===== config.mk =====
export PLATFORM = sky130hd
export DESIGN_NAME = vtpd_div_stage
export DESIGN_NICKNAME = d
export VERILOG_FILES = /design/src/hw/rtl/vtpd_pkg.sv /design/src/hw/rtl/vtpd_div_stage.sv
export SDC_FILE = /design/constraint.sdc
export NUM_CORES = 2
export LEC_CHECK = 0
export BUFFER_PORTS_ARGS = -buffer_cell sky130_fd_sc_hd__clkbuf_2
export CAP_MARGIN = 30
export CORE_UTILIZATION = 45
export CTS_BUF_LIST = sky130_fd_sc_hd__clkbuf_2
export DETAILED_ROUTE_END_ITERATION = 8
export GPL_TIMING_DRIVEN = 0
export PLACE_DENSITY = 0.66
export SKIP_LAST_GASP = 1
export SLEW_MARGIN = 20
export SYNTH_ARGS = -nofsm -noshare
export SYNTH_HDL_FRONTEND = slang
export SYNTH_SLANG_ARGS = --single-unit

===== constraint.sdc =====
create_clock -name clk -period 18.8 [get_ports clk]
set_clock_uncertainty 0.15 [all_clocks]
set_input_delay 2.82 -clock clk [delete_from_list [all_inputs] [get_ports clk]]
set_output_delay 2.82 -clock clk [all_outputs]
set_load 0.02 [all_outputs]

===== src/hw/rtl/vtpd_pkg.sv =====
// Shared constants and types for the vertex transform and perspective divide pipeline.
package vtpd_pkg;

	localparam int FRAC_BITS      = 16;
	localparam int XY_W           = 32;
	localparam int PROD_W         = 2 * XY_W;
	localparam int CFG_IDX_W      = 8;
	localparam int CFG_W          = 64;
	localparam int MAT_REGS       = 8;
	localparam int HW             = 65 - FRAC_BITS;
	localparam int DIV_BITS       = 36;
	localparam int BITS_PER_STAGE = 4;
	localparam int DIV_STAGES     = DIV_BITS / BITS_PER_STAGE;
	localparam int NUM_STAGES     = DIV_STAGES + 4;

	localparam logic [CFG_IDX_W-1:0] MAT_REG_LAST = CFG_IDX_W'(MAT_REGS - 1);

	typedef logic signed [XY_W-1:0] coord_t;
	typedef logic signed [HW-1:0] hcoord_t;

	typedef struct packed {
		logic [HW-1:0]       rem;
		logic [DIV_BITS-1:0] nsh;
		logic [DIV_BITS-1:0] quo;
		logic                ovf;
		logic                neg;
	} lane_t;

	typedef struct packed {
		lane_t [2:0]   lane;
		logic [HW-1:0] den;
		logic          w_zero;
	} div_t;

endpackage


===== src/hw/rtl/vtpd_div_stage.sv =====
// One stage of the three-lane restoring divider, several quotient bits per stage.
module vtpd_div_stage
	import vtpd_pkg::*;
(
	input  logic clk,
	input  logic en,
	input  div_t din,
	output div_t dout_sn
);

	div_t          d;
	logic [HW:0]   r2;
	logic          ge;

	always_comb begin
		d  = din;
		r2 = '0;
		ge = 1'b0;
		for (int l = 0; l < 3; l++) begin
			for (int s = 0; s < BITS_PER_STAGE; s++) begin
				r2 = {d.lane[l].rem, d.lane[l].nsh[DIV_BITS-1]};
				d.lane[l].nsh = {d.lane[l].nsh[DIV_BITS-2:0], 1'b0};
				ge = r2 >= {1'b0, d.den};
				if (ge) begin
					r2 = r2 - {1'b0, d.den};
				end
				d.lane[l].quo = {d.lane[l].quo[DIV_BITS-2:0], ge};
				d.lane[l].rem = r2[HW-1:0];
			end
		end
	end

	always_ff @(posedge clk) begin
		if (en) begin
			dout_sn <= d;
		end
	end

endmodule


Word level (Yosys, flattened, before mapping)
Cells that the tools add are included.
{ "op_classes": {"addsub": 12, "n_mux": 12, "order_cmp": 12} }
{ "ops": {"columns": ["cell", "n"], "rows": [
  ["greater-or-equal comparator 50 x 49 -> 1 bit", 12],
  ["two-way mux 49 bit", 12],
  ["subtractor 49 bit", 12]
]} }
{ "totals": {"out_inout_bits": 419, "reg_bits": 407, "inputBits": 421} }

Logic depth before layout (Yosys ltp)
{ "logic_depth": {"ltp_word": 8, "ltp_mapped": 64, "depth_no_buf": 55} }

Least setup slack after synthesis
Ideal clock, no wire load.
{ "synth_timing": {"path_kind": "input to register", "from": "in din[2] (netlist name)", "to": "reg dout_sn[290] (netlist name), data pin", "t_required_ps": 18390, "n_path_buf": 7, "setup_slack_ps": 2070, "arrival_ps": 16320, "cell_stages": 56, "setup_time_ps": 260, "path_cell_list": "inv_1 > fa_1 > a211o_1 > a211oi_2 > nor2_1 > a221o_1 > o21ai_2 > o21ai_2 > a311oi_4 > inv_2 > clkbuf_1 > buf_1 > a21oi_1 > ha_1 > clkbuf_1 > and4_1 > nand3_1 > a211oi_1 > (+20 left out) > a221oi_4 > clkbuf_1 > o21ai_0 > fa_1 > a211o_1 > a211oi_1 > o2bb2ai_1 > nor3_1 > o311a_1 > o21ai_1 > a2111o_1 > a21oi_1 > o21ai_1 > a31oi_1 > o211ai_1 > a211oi_2 > buf_2 > mux2_2"} }
{ "synth_lines": {"columns": ["element", "line_no", "text"], "rows": [
  ["start: declaration", "vtpd_div_stage.sv:7", "input div_t din,"],
  ["end signal: assignment", "vtpd_div_stage.sv:35", "dout_sn <= d;"],
  ["end: declaration", "vtpd_div_stage.sv:8", "output div_t dout_sn"]
]} }

==> results.txt <==
outcome: complete, no violations
initial antenna violation count: 29
multi-input logic area: 35690 um2
Total Routing Usage GR: 34.47%
WS Path Type: primary input to flip-flop
crit-path most repeated cell: a21oi_1
vias in the first global route: 47043
synth warn: 0
Initial Utilization: 45.39%
most common cell after layout, fill and taps aside: clkbuf_2
DR DRC count: 0
fin nets: 7782
WL final: 200.2 mm
die height: 333.4 um
pwr dens: 220.6 nW/um2
I/O pins: 840
DR WL/cell: 24.17 um
Pins Over Slew Limit: 0
Crit path depth: 59
FILL cells: 10392
Detailed Routing Iterations Pass 1: 6
largest net degree at the start of global routing: 96
CTS sink cnt: 407
clock tree from TritonCTS: yes
Root Driver: clkbuf_2
DP HPWL: 160.5 mm
Final Setup Violations: 0
I/O Buffers: 815
Worst Max-Slew Pin Slew: 0.9546 ns
max FFs per register: 407
Cell variety after synth: 93
Die Area: 111100 um2
Slowest-stage cell, CP: a311o_1
global route overflow: 0
Syn Area/Cell: 8.532 um2
CP top delay family: compound AO/OA/AOI/OAI gates
reported max-cap violation count: 0
Worst EP arrival: 19.00 ns
CP startpoint: din[5]
leakage power total: 25.95 nW
Max IR drop VDD: 0.1850 mV
Slew headroom: 35.82%
final instance area: 57350 um2
top cells by area, synth: edfxtp_1 (25%), ha_1 (15%), a21oi_1 (6.6%)
H-tree levels: 3
detailed-route via count: 50436
end of the critical path: dout_sn[417]
Post-Syn Area: 49410 um2
worst path buffer plus inverter count: 13
ANT nets after route: 0
FF/Latch Area: 12220 um2
HP Class: primary input to flip-flop
Core Area: 108900 um2
Initial DRC Count: 4804
synthesized instance count: 5791
most frequent cells in the layout: clkbuf_2 (977), a21oi_1 (650), ha_1 (588)
Synth top area share: 24.73%
crit-path max FO: 10
crit end category: flip-flop
Fin. Hold Viols: 0
post-route insts no fill: 8281
Worst setup SP type: primary input
CTS clock-pin slew for the worst setup and hold paths: 0.12 ns
via density per instance: 6.091
biggest regs: dout_sn: 407 flops
layout cells sized above 1: 21.02%
Area growth, synth to finish: 16.07%
#FFs+latches synth: 407
ys async rst share: 0%
Post-synth EDFFs: 407
Biggest register: dout_sn
leading area contributor after synthesis: edfxtp_1
post-placement cell count: 8053
fin crit period: 18.21 ns
sequential fraction of the synthesis area: 24.73%
TritonCTS Buffers: 105
routability cong.: 1.003
Synth Flop Type: edfxtp_1
FMAX: 0.05490 GHz
Rows: 121
first-pass GRT wire length: 288.9 mm
Clock Tree Buf Depth: 3
CP Data Required Time: 19.58 ns
crit share post-route: 96.89%
crit-path max cell delay: 0.50 ns
Post-DP Area: 55880 um2
die width: 333.4 um
RSZ-0062 raised after global routing: false
metal layers:
layer	vias to the layer above	global-route usage [%]	routed length [um]
met3	499	7.396	18320
li1	23769	-	-
met5	-	0	84
met1	23812	43.58	81690
met4	14	17.76	10780
met2	2342	55.12	89320
synth_stat cells, types with 129 or more instances:
master	instances
a21o_1	302
a21oi_1	653
clkbuf_1	129
edfxtp_1	407
ha_1	588
inv_1	233
mux2_2	238
nand2_1	505
nor2_1	400
o21ai_0	419
xnor2_1	314
xor2_1	195
cell type report:
| cell class | instances | share of cell area (%) |
|---|---|---|
| antenna | 21 | 0.09163 |
| buffer | 177 | 1.405 |
| clock buffer | 142 | 1.239 |
| clock inverter | 50 | 0.5760 |
| inverter | 240 | 1.595 |
| multi-input combinational | 4977 | 62.23 |
| sequential | 407 | 21.31 |
| tap | 1414 | 3.085 |
| timing repair buffer | 853 | 8.469 |
logic make-up after synthesis:
| family | synth area share (%) |
|---|---|
| adders and majority gates | 15.38 |
| and+or+nand+nor | 14.88 |
| muxes | 7.564 |
| other | 0.007589 |
| AOI/OAI and AO/OA | 25.07 |
| xor gates and xnor gates | 9.022 |
| DFF | 24.73 |
| buffers and inverters | 3.348 |
worst min path at each step:
stage	startpoint	end	slack, ns	cells past startpoint
final	din[238]	dout_sn[242]	1.48	1
after global routing	din[102]	dout_sn[106]	1.35	1
after CTS	din[236]	dout_sn[240]	1.34	1
after detailed placement	din[226]	dout_sn[230]	2.85	1
after global placement	din[337]	dout_sn[341]	2.85	1
after floorplan	din[0]	dout_sn[0]	2.77	0
metrics by stage:
step / hold WS (ns) / util, % / setup WS, ns / total power, W / setup TNS, ns
2_1_floorplan: 2.769 / - / 2.070 / 0.009225 / 0
3_3_place_gp: 2.847 / 50.80 / -4.290 / 0.01163 / -511.16
3_5_place_dp: 2.849 / 51.34 / -3.683 / 0.01173 / -429.49
4_1_cts: 1.343 / 52.40 / -0.01607 / 0.01253 / -0.01607
5_1_grt: 1.353 / 52.66 / 0.02647 / 0.01367 / 0
6_report: 1.484 / 52.69 / 0.5855 / 0.01265 / 0
power by group:
| group | internal [W] | total (W) | leakage [nW] | switching, W |
|---|---|---|---|---|
| sequential | 0.00159 | 0.00166 | 3.98 | 0.0000690 |
| clock | 0.000260 | 0.000672 | 0.757 | 0.000413 |
| combinational | 0.00435 | 0.0103 | 21.2 | 0.00598 |
| total | 0.00620 | 0.0127 | 26.0 | 0.00646 |
timing repair:
| item | CTS | global route |
|---|---|---|
| setup endpoints to repair | 149 | 150 |
| endpoints found under the hold margin | 0 | 0 |
| buffers inserted | 6 | 6 |
| pin swaps | 3 | 3 |
| hold buffers | 0 | 0 |
| gates resized for setup | 30 | 65 |
Note: power is estimated with default switching activity, not from simulation.
